File: src/sv/vifs_pkg.sv
// shared types and constants of the interior frame selector
`timescale 1ns / 1ps
package vifs_pkg;

    // fixed field widths
    localparam int TAG_W       = 32;
    localparam int IDX_W       = 16;
    localparam int PAD_CFG_W   = 7;

    // configuration port geometry
    localparam int APB_ADDR_W  = 3;
    localparam int APB_DATA_W  = 32;

    // register index, taken from the word address bit of paddr
    typedef enum logic [0:0] {
        REG_SELECT_UNVOICED = 1'b0,
        REG_PADDING_FRAMES  = 1'b1
    } t_reg_idx;

    // live configuration handed to the datapath
    typedef struct packed {
        logic                 select_unvoiced;
        logic [PAD_CFG_W-1:0] padding_frames;
    } t_cfg;

endpackage

File: src/sv/vifs_frame_if.sv
// input frame channel
`timescale 1ns / 1ps
interface vifs_frame_if;
    import vifs_pkg::*;

    logic             valid;
    logic             ready;
    logic             voiced;
    logic [TAG_W-1:0] frame_tag;
    logic             utterance_end;

    modport source (output valid, output voiced, output frame_tag, output utterance_end,
                    input ready);
    modport sink   (input valid, input voiced, input frame_tag, input utterance_end,
                    output ready);
endinterface

File: src/sv/vifs_sel_if.sv
// selected frame channel
`timescale 1ns / 1ps
interface vifs_sel_if;
    import vifs_pkg::*;

    logic             valid;
    logic             ready;
    logic [TAG_W-1:0] selected_tag;
    logic [IDX_W-1:0] source_index;

    modport source (output valid, output selected_tag, output source_index, input ready);
    modport sink   (input valid, input selected_tag, input source_index, output ready);
endinterface

File: src/sv/vifs_cfg_regs.sv
// apb configuration registers of the interior frame selector
`timescale 1ns / 1ps
module vifs_cfg_regs (
    input  logic                          i_clk,
    input  logic                          i_rst_n,
    input  logic                          psel,
    input  logic                          penable,
    input  logic                          pwrite,
    input  logic [vifs_pkg::APB_ADDR_W-1:0] paddr,
    input  logic [vifs_pkg::APB_DATA_W-1:0] pwdata,
    output logic [vifs_pkg::APB_DATA_W-1:0] prdata,
    output logic                          pready,
    output vifs_pkg::t_cfg                o_cfg
);
    import vifs_pkg::*;

    t_cfg     r_cfg;
    t_reg_idx reg_idx;
    logic     wr_en;

    assign pready  = 1'b1;
    assign reg_idx = t_reg_idx'(paddr[2]);
    assign wr_en   = psel && penable && pwrite && pready;
    assign o_cfg   = r_cfg;

    // register write on the access phase
    always_ff @(posedge i_clk) begin
        if (!i_rst_n) begin
            r_cfg <= '0;
        end else if (wr_en) begin
            case (reg_idx)
                REG_SELECT_UNVOICED: r_cfg.select_unvoiced <= pwdata[0];
                REG_PADDING_FRAMES:  r_cfg.padding_frames  <= pwdata[PAD_CFG_W-1:0];
                default: ;
            endcase
        end
    end

    // read mux
    always_comb begin
        case (reg_idx)
            REG_SELECT_UNVOICED: prdata = {{(APB_DATA_W-1){1'b0}}, r_cfg.select_unvoiced};
            REG_PADDING_FRAMES:  prdata = {{(APB_DATA_W-PAD_CFG_W){1'b0}},
                                           r_cfg.padding_frames};
            default:             prdata = '0;
        endcase
    end

endmodule

File: src/sv/vifs_delay_line.sv
// circular tag delay line with one write and one registered read per transfer
`timescale 1ns / 1ps
module vifs_delay_line #(
    parameter int DEPTH = 64,
    parameter int PW    = 7
) (
    input  logic                        i_clk,
    input  logic                        i_rst_n,
    input  logic                        i_push,
    input  logic [vifs_pkg::TAG_W-1:0]  i_tag,
    input  logic [PW-1:0]               i_dist,
    output logic [vifs_pkg::TAG_W-1:0]  o_tag
);
    import vifs_pkg::*;

    localparam int AW = (DEPTH > 1) ? $clog2(DEPTH) : 1;
    localparam int SW = ((AW > PW) ? AW : PW) + 2;

    logic [TAG_W-1:0] r_mem [DEPTH];
    logic [AW-1:0]    r_wr;
    logic [TAG_W-1:0] r_rd_data;
    logic [SW-1:0]    back_sum;
    logic [SW-1:0]    back_mod;
    logic [AW-1:0]    rd_addr;

    // read address is the write pointer moved back by the distance, modulo depth
    always_comb begin
        back_sum = SW'(r_wr) + SW'(DEPTH) - SW'(i_dist);
        back_mod = (back_sum >= SW'(DEPTH)) ? back_sum - SW'(DEPTH) : back_sum;
        rd_addr  = back_mod[AW-1:0];
    end

    // write pointer
    always_ff @(posedge i_clk) begin
        if (!i_rst_n) begin
            r_wr <= '0;
        end else if (i_push) begin
            r_wr <= (r_wr == AW'(DEPTH - 1)) ? '0 : r_wr + 1'b1;
        end
    end

    // storage, read sees the old word when both ports hit the same entry
    always_ff @(posedge i_clk) begin
        if (i_push) begin
            r_mem[r_wr] <= i_tag;
            r_rd_data   <= r_mem[rd_addr];
        end
    end

    assign o_tag = r_rd_data;

endmodule

File: src/sv/vad_interior_frame_selector_core.sv
// Interior frame selector: keeps frames lying more than padding frames inside a selected run.
// A selected frame passes from its emitting transfer through stage one and the output register to o_sel.
// Throughput: one frame per cycle while o_sel takes its frames, set by one delay-line write and read per transfer.
// Stalls on o_sel back up through a two-entry pipeline before i_frame.ready drops.
// Reset (synchronous, active low) clears run state, frame count, pointer and registers;
// the delay line itself is not cleared.
`timescale 1ns / 1ps
module vad_interior_frame_selector_core #(
    parameter int MAX_PADDING = 64,
    parameter int MAX_FRAMES  = 65536
) (
    input  logic                            i_clk,
    input  logic                            i_rst_n,
    vifs_frame_if.sink                      i_frame,
    vifs_sel_if.source                      o_sel,
    input  logic                            psel,
    input  logic                            penable,
    input  logic                            pwrite,
    input  logic [vifs_pkg::APB_ADDR_W-1:0] paddr,
    input  logic [vifs_pkg::APB_DATA_W-1:0] pwdata,
    output logic [vifs_pkg::APB_DATA_W-1:0] prdata,
    output logic                            pready
);
    import vifs_pkg::*;

    localparam int PW    = $clog2(MAX_PADDING + 1);
    localparam int LW    = $clog2(2 * MAX_PADDING + 2);
    localparam int CAP   = 2 * MAX_PADDING + 1;
    localparam int FC_W  = $clog2(MAX_FRAMES);
    localparam int DW    = ((FC_W > PW) ? FC_W : PW) + 1;

    t_cfg              cfg;
    logic              accept;
    logic              in_ready;
    logic              s1_go;
    logic              pad_sat;
    logic [PW-1:0]     pad;
    logic [LW-1:0]     thr;
    logic [LW-1:0]     n_run_len;
    logic              emit;
    logic [DW-1:0]     pos_diff;
    logic [DW-1:0]     pos_wrap;
    logic [FC_W-1:0]   pos;
    logic [FC_W+IDX_W-1:0] pos_ext;
    logic [TAG_W-1:0]  line_tag;

    logic              r_run_voiced;
    logic [LW-1:0]     r_run_len;
    logic [FC_W-1:0]   r_frame_cnt;
    logic              r_s1_valid;
    logic              r_s1_pzero;
    logic [TAG_W-1:0]  r_s1_tag;
    logic [IDX_W-1:0]  r_s1_idx;
    logic              r_out_valid;
    logic [TAG_W-1:0]  r_out_tag;
    logic [IDX_W-1:0]  r_out_idx;

    vifs_cfg_regs u_cfg (
        .i_clk   (i_clk),
        .i_rst_n (i_rst_n),
        .psel    (psel),
        .penable (penable),
        .pwrite  (pwrite),
        .paddr   (paddr),
        .pwdata  (pwdata),
        .prdata  (prdata),
        .pready  (pready),
        .o_cfg   (cfg)
    );

    vifs_delay_line #(
        .DEPTH (MAX_PADDING),
        .PW    (PW)
    ) u_line (
        .i_clk   (i_clk),
        .i_rst_n (i_rst_n),
        .i_push  (accept),
        .i_tag   (i_frame.frame_tag),
        .i_dist  (pad),
        .o_tag   (line_tag)
    );

    // handshake: stage one drains into the output register whenever that is free
    assign s1_go          = r_s1_valid && (!r_out_valid || o_sel.ready);
    assign in_ready       = !r_s1_valid || s1_go;
    assign i_frame.ready  = in_ready;
    assign accept         = i_frame.valid && in_ready;

    // padding clamped to the delay line depth
    always_comb begin
        pad_sat = {{(32-PAD_CFG_W){1'b0}}, cfg.padding_frames} > 32'(MAX_PADDING);
        pad     = pad_sat ? PW'(MAX_PADDING) : PW'(cfg.padding_frames);
        thr     = {pad, 1'b1};
    end

    // run length update and emit decision
    always_comb begin
        if (i_frame.voiced != r_run_voiced) begin
            n_run_len = LW'(1);
        end else if (r_run_len < LW'(CAP)) begin
            n_run_len = r_run_len + 1'b1;
        end else begin
            n_run_len = r_run_len;
        end
        emit = (i_frame.voiced != cfg.select_unvoiced) && (n_run_len >= thr);
    end

    // position of the emitted frame, counter minus padding modulo frame count
    always_comb begin
        pos_diff = DW'(r_frame_cnt) - DW'(pad);
        pos_wrap = pos_diff[DW-1] ? pos_diff + DW'(MAX_FRAMES) : pos_diff;
        pos      = pos_wrap[FC_W-1:0];
        pos_ext  = {{IDX_W{1'b0}}, pos};
    end

    // run state and frame counter
    always_ff @(posedge i_clk) begin
        if (!i_rst_n) begin
            r_run_voiced <= 1'b0;
            r_run_len    <= '0;
            r_frame_cnt  <= '0;
        end else if (accept) begin
            if (i_frame.utterance_end) begin
                r_run_voiced <= 1'b0;
                r_run_len    <= '0;
                r_frame_cnt  <= '0;
            end else begin
                r_run_voiced <= i_frame.voiced;
                r_run_len    <= n_run_len;
                r_frame_cnt  <= (r_frame_cnt == FC_W'(MAX_FRAMES - 1)) ? '0
                                                                      : r_frame_cnt + 1'b1;
            end
        end
    end

    // stage one: waits for the delay line read
    always_ff @(posedge i_clk) begin
        if (!i_rst_n) begin
            r_s1_valid <= 1'b0;
        end else if (accept) begin
            r_s1_valid <= emit;
        end else if (s1_go) begin
            r_s1_valid <= 1'b0;
        end
    end

    always_ff @(posedge i_clk) begin
        if (accept) begin
            r_s1_pzero <= (pad == '0);
            r_s1_tag   <= i_frame.frame_tag;
            r_s1_idx   <= pos_ext[IDX_W-1:0];
        end
    end

    // output register
    always_ff @(posedge i_clk) begin
        if (!i_rst_n) begin
            r_out_valid <= 1'b0;
        end else if (s1_go) begin
            r_out_valid <= 1'b1;
        end else if (o_sel.ready) begin
            r_out_valid <= 1'b0;
        end
    end

    always_ff @(posedge i_clk) begin
        if (s1_go) begin
            r_out_tag <= r_s1_pzero ? r_s1_tag : line_tag;
            r_out_idx <= r_s1_idx;
        end
    end

    assign o_sel.valid        = r_out_valid;
    assign o_sel.selected_tag = r_out_tag;
    assign o_sel.source_index = r_out_idx;

endmodule

File: src/flat_wrapper.sv
// flat-port wrapper written by rule: the top's interface ports become plain ports
module vad_interior_frame_selector_core_flat import vifs_pkg::*;
#(
    parameter int MAX_PADDING = 64,
    parameter int MAX_FRAMES  = 65536
)
  (i_clk, i_rst_n, psel, penable, pwrite, paddr, pwdata, prdata, pready, i_frame_valid, i_frame_voiced, i_frame_frame_tag, i_frame_utterance_end, i_frame_ready, o_sel_valid, o_sel_selected_tag, o_sel_source_index, o_sel_ready);
  vifs_frame_if i_frame_i ();
  vifs_sel_if o_sel_i ();
  input  logic i_clk;
  input  logic i_rst_n;
  input  logic psel;
  input  logic penable;
  input  logic pwrite;
  input  logic [vifs_pkg::APB_ADDR_W-1:0] paddr;
  input  logic [vifs_pkg::APB_DATA_W-1:0] pwdata;
  output logic [vifs_pkg::APB_DATA_W-1:0] prdata;
  output logic pready;
  input wire logic [$bits(i_frame_i.valid)-1:0] i_frame_valid;
  input wire logic [$bits(i_frame_i.voiced)-1:0] i_frame_voiced;
  input wire logic [$bits(i_frame_i.frame_tag)-1:0] i_frame_frame_tag;
  input wire logic [$bits(i_frame_i.utterance_end)-1:0] i_frame_utterance_end;
  output wire logic [$bits(i_frame_i.ready)-1:0] i_frame_ready;
  output wire logic [$bits(o_sel_i.valid)-1:0] o_sel_valid;
  output wire logic [$bits(o_sel_i.selected_tag)-1:0] o_sel_selected_tag;
  output wire logic [$bits(o_sel_i.source_index)-1:0] o_sel_source_index;
  input wire logic [$bits(o_sel_i.ready)-1:0] o_sel_ready;
  assign i_frame_i.valid = i_frame_valid;
  assign i_frame_i.voiced = i_frame_voiced;
  assign i_frame_i.frame_tag = i_frame_frame_tag;
  assign i_frame_i.utterance_end = i_frame_utterance_end;
  assign i_frame_ready = i_frame_i.ready;
  assign o_sel_valid = o_sel_i.valid;
  assign o_sel_selected_tag = o_sel_i.selected_tag;
  assign o_sel_source_index = o_sel_i.source_index;
  assign o_sel_i.ready = o_sel_ready;
  vad_interior_frame_selector_core #(.MAX_PADDING(MAX_PADDING), .MAX_FRAMES(MAX_FRAMES)) u_core (.i_clk(i_clk), .i_rst_n(i_rst_n), .i_frame(i_frame_i), .o_sel(o_sel_i), .psel(psel), .penable(penable), .pwrite(pwrite), .paddr(paddr), .pwdata(pwdata), .prdata(prdata), .pready(pready));
endmodule
File: config.mk
export PLATFORM = sky130hd
export DESIGN_NAME = vad_interior_frame_selector_core_flat
export DESIGN_NICKNAME = d
export VERILOG_FILES = /design/src/sv/vifs_pkg.sv /design/src/sv/vifs_frame_if.sv /design/src/sv/vifs_sel_if.sv /design/src/sv/vifs_cfg_regs.sv /design/src/sv/vifs_delay_line.sv /design/src/sv/vad_interior_frame_selector_core.sv /design/src/flat_wrapper.sv
export SDC_FILE = /design/constraint.sdc
export NUM_CORES = 2
export LEC_CHECK = 0
export BUFFER_PORTS_ARGS = -buffer_cell sky130_fd_sc_hd__buf_2
export CAP_MARGIN = 20
export CORE_ASPECT_RATIO = 2
export CORE_MARGIN = 8
export CORE_UTILIZATION = 29
export DETAILED_ROUTE_END_ITERATION = 12
export SYNTH_ARGS = -nofsm -noshare
export SYNTH_HDL_FRONTEND = slang
export SYNTH_SLANG_ARGS = --single-unit
File: constraint.sdc
create_clock -name i_clk -period 7.3 [get_ports i_clk]
set_input_delay 1.825 -clock i_clk [delete_from_list [all_inputs] [get_ports i_clk]]
set_output_delay 1.825 -clock i_clk [all_outputs]
set_load 0.005 [all_outputs]
==> flow_summary.toml <==
[status]
status = "complete, no violations"

[clocking]
numCtsBuffers = 181
clkSlewWorstSetupHoldPaths_ns = 0.07
clkSinkCount = 2218
cts_tree = "built"
clk_path_buf_depth = 4
root_buffer = "clkbuf_16"
clock_latency_ns = 0.83
htree_levels = 4
cts_setup_buffers = 0
holdBufCountCts = 0
postCtsResizedCells = 0

[floorplanning]
core-area_um2 = 297000
die_w_um = 402
die_area_um2 = 317000
fp.dieH_um = 788
placementRows = 283
ios = 159
start_util = 0.291

[place]
numPortBuffers = 105
gp_congestion = 0.785
pre_cts_ws_ns = 1.84
dpl_cell_area_um2 = 92500
dp_hpwl_um = 129000

[sta]
final_critical_path_setup_slack_ns = 2.38
final_hold_viol_count = 0
relSlewSlack = 0.261
period_needed_ns = 4.92
fin_tns_setup_ns = 0
skew_ns = 0.0448
fin_crit_sh = 0.674
drv_slew = 0
rsz0062_at_grt = "false"
fmax_mhz = 203
worst_pin_slew_ns = 1.11
setup_violations = 0

[grt]
grtUsageTotal = 0.127
grt_pass1_wl_um = 299000
grt_pass1_vias = 41700
grt_max_degree = 85
antenna_found_initial = 12
gr-total-overflow = 0

[yosys]
synth_seq_cells = 2218
yosys_most_used_dff = "edfxtp_1"
yosysSeqAreaShare = 0.766
synth_cells = 3874
synth-edff-count = 2177
yosysTopAreaCell = "edfxtp_1"
synth_top_area_frac = 0.757
ys_top_cells_by_area = "edfxtp_1, mux4_2, mux2i_1"
synthArstFlopShare = 0
ys_warn_count = 0
synth_cell_types = 60
syn_area_per_cell_um2 = 22.3
syn-cell-area_um2 = 86400

[routing]
wl_per_cell_um = 25.8
via_per_inst = 4.75
num_vias = 38500
route.detailed.drc = 0
drtIter0Drc = 2822
ant_nets = 0
firstDrtPassIters = 5
wl_um = 209000

[layout]
final_layout_size_suffix_gt1_frac = 0.266
design_area_um2 = 98500
area_growth_pct = 13.9
final_nets = 4214

[worst_hold_path]
hold_end = "u_core.o_sel.source_index[15]$_DFFE_PP_"
min_path_type = "flip-flop to flip-flop"
holdCritStartpoint = "u_core.r_s1_idx[15]$_DFFE_PP_"
min_delay_path_depth = 0

[worst_setup_path]
rr_endpoint = "u_core.u_line.o_tag[1]$_DFFE_PP_"
crit_chain = "inv_1 > nand2_1 > inv_1 > fa_4 > buf_12 > mux4_2 > mux2i_1 > mux2i_1 > mux2i_1 > mux2i_1"
critPathTopFamily = "multiplexers"
cp_common_cell = "mux2i_1"
reg2reg_from = "u_core.u_cfg.o_cfg[6]$_SDFFE_PN0P_"
cpMaxStageDelayCell = "fa_4"
max_stage_delay_ns = 1.43
reg2reg_setup_slack_ns = 2.38
critPathBufInv = 3
rr_worst_depth = 10
endpoint_kind = "flip-flop"
cp-start-kind = "flip-flop"
critPathKind = "flip-flop to flip-flop"
cp.required_ns = 7.80
worstPathArrival_ns = 5.42
crit_fanout = 84

[power_and_ir_drop]
power_density_nw_per_um2 = 264
clock_power_share = 0.375
power_frac_comb = 0.081
internal_power_uw = 20200
vdd_drop_max_mv = 0.220
seqPwrFrac = 0.545
switching_share = 0.222
leakagePower_uw = 0.0324
power_switching_uw = 5750

[run]
cap_violations = 0
[cell usage after synthesis (4+ instances only)]
cell,instances
a21boi_0,16
a21oi_1,14
and2_1,15
and3_1,4
buf_1,28
buf_2,111
buf_4,26
clkbuf_1,55
dfxtp_1,41
edfxtp_1,2177
ha_1,23
inv_1,18
mux2_2,33
mux2i_1,480
mux4_2,512
nand2_1,47
nand2b_1,4
nand3_1,16
nand3b_1,6
nand4_1,12
nor2_1,103
nor2b_1,11
nor3_1,6
o21ai_0,27
or3_1,7
xnor2_1,16
xor2_1,13
[logic make-up (layout without fill, tap and decap cells)]
family	count (synthesis)	after routing	share of synthesized area
and+or+nand+nor	248	248	0.0137
DFF	2218	2218	0.766
xor gates and xnor gates	30	30	0.00313
buffers and inverters	238	591	0.0131
AOI/OAI and AO/OA	88	88	0.00676
adders and majority gates	25	25	0.00379
other	2	30	0.0000869
muxes	1025	1025	0.193
[cells in the final DEF (no fill, tap or decap), types with 4 or more instances in the layout]
master	instances
and2_1	15
a21oi_1	14
diode_2	4
nand3b_1	6
mux2_2	33
nand4_1	12
mux4_2	512
ha_1	22
buf_2	105
nor2_1	39
or3_1	7
dfxtp_1	41
nand2b_1	4
buf_4	123
bufinv_16	16
mux2i_1	480
clkinvlp_4	7
clkbuf_16	187
inv_1	17
edfxtp_1	2177
and3_1	4
clkinv_2	36
o21ai_0	27
buf_12	24
nand2_1	47
a21boi_0	16
conb_1	26
nor2_4	64
clkinv_1	40
nor3_1	6
clkbuf_1	29
xor2_1	12
xnor2_1	15
nand3_1	16
nor2b_1	10
[flip-flops by register name, indices dropped and copies added, names as in the netlist]
register	flops
u_core.r_s1_pzero	1
u_core.r_run_len	8
u_core.u_line.r_wr	6
u_core.r_s1_idx	16
u_core.r_s1_valid	1
u_core.r_run_voiced	1
u_core.u_cfg.o_cfg	8
u_core.u_line.r_mem	2048
u_core.o_sel.valid	1
u_core.o_sel.selected_tag	32
u_core.r_s1_tag	32
u_core.r_frame_cnt	16
u_core.o_sel.source_index	16
u_core.u_line.o_tag	32
[through the flow]
stage,utilization,std cells,hold slack [ns],total power [uW]
after floorplan,-,3898,0.400,15700
after global placement,0.312,7767,0.402,16500
after detailed placement,0.312,7767,0.405,16600
after CTS,0.331,8088,0.416,26200
after global routing,0.332,8099,0.425,26700
final,0.332,8102,0.417,26000
[per-layer routing]
layer,global-route usage,vias up,share of wire
li1,-,16500,-
met1,0.131,20700,0.34
met2,0.258,934,0.58
met3,0.0185,345,0.043
met4,0.0446,8,0.036
met5,0,-,0.00024
[worst max-delay path by stage]
stage | depth (start not counted) | end | slack (ns) | start
floorplan | 6 | u_core.u_line.r_mem[62][0]$_DFFE_PP_ | 0.17 | o_sel_ready
global placement | 7 | u_core.u_line.r_mem[40][23]$_DFFE_PP_ | 1.88 | o_sel_ready
detailed placement | 7 | u_core.u_line.r_mem[26][19]$_DFFE_PP_ | 1.84 | o_sel_ready
CTS | 10 | u_core.u_line.o_tag[24]$_DFFE_PP_ | 2.34 | u_core.u_cfg.o_cfg[6]$_SDFFE_PN0P_
global route | 9 | u_core.u_line.o_tag[1]$_DFFE_PP_ | 2.22 | u_core.u_line.r_wr[0]$_SDFFE_PN0P_
finish | 10 | u_core.u_line.o_tag[1]$_DFFE_PP_ | 2.38 | u_core.u_cfg.o_cfg[6]$_SDFFE_PN0P_
[final cells by class]
type	instances	area, um2
diodes	4	10.0
clock buffers	216	4790
clock inverters	105	916
fillers	27600	198000
inverters	18	70.1
multi-input cells	1442	19700
flip-flops and latches	2218	66200
well taps	3847	4810
repair buffers	252	1930
[power by group through the flow]
stage,logic (uW),registers (uW),clock network [uW]
floorplan,1310,14400,0
global placement,2100,14400,0
detailed placement,2130,14400,0
CTS,2130,14100,9960
global route,2220,14100,10300
finish,2090,14100,9730
Power figures use the tool's default switching activity.
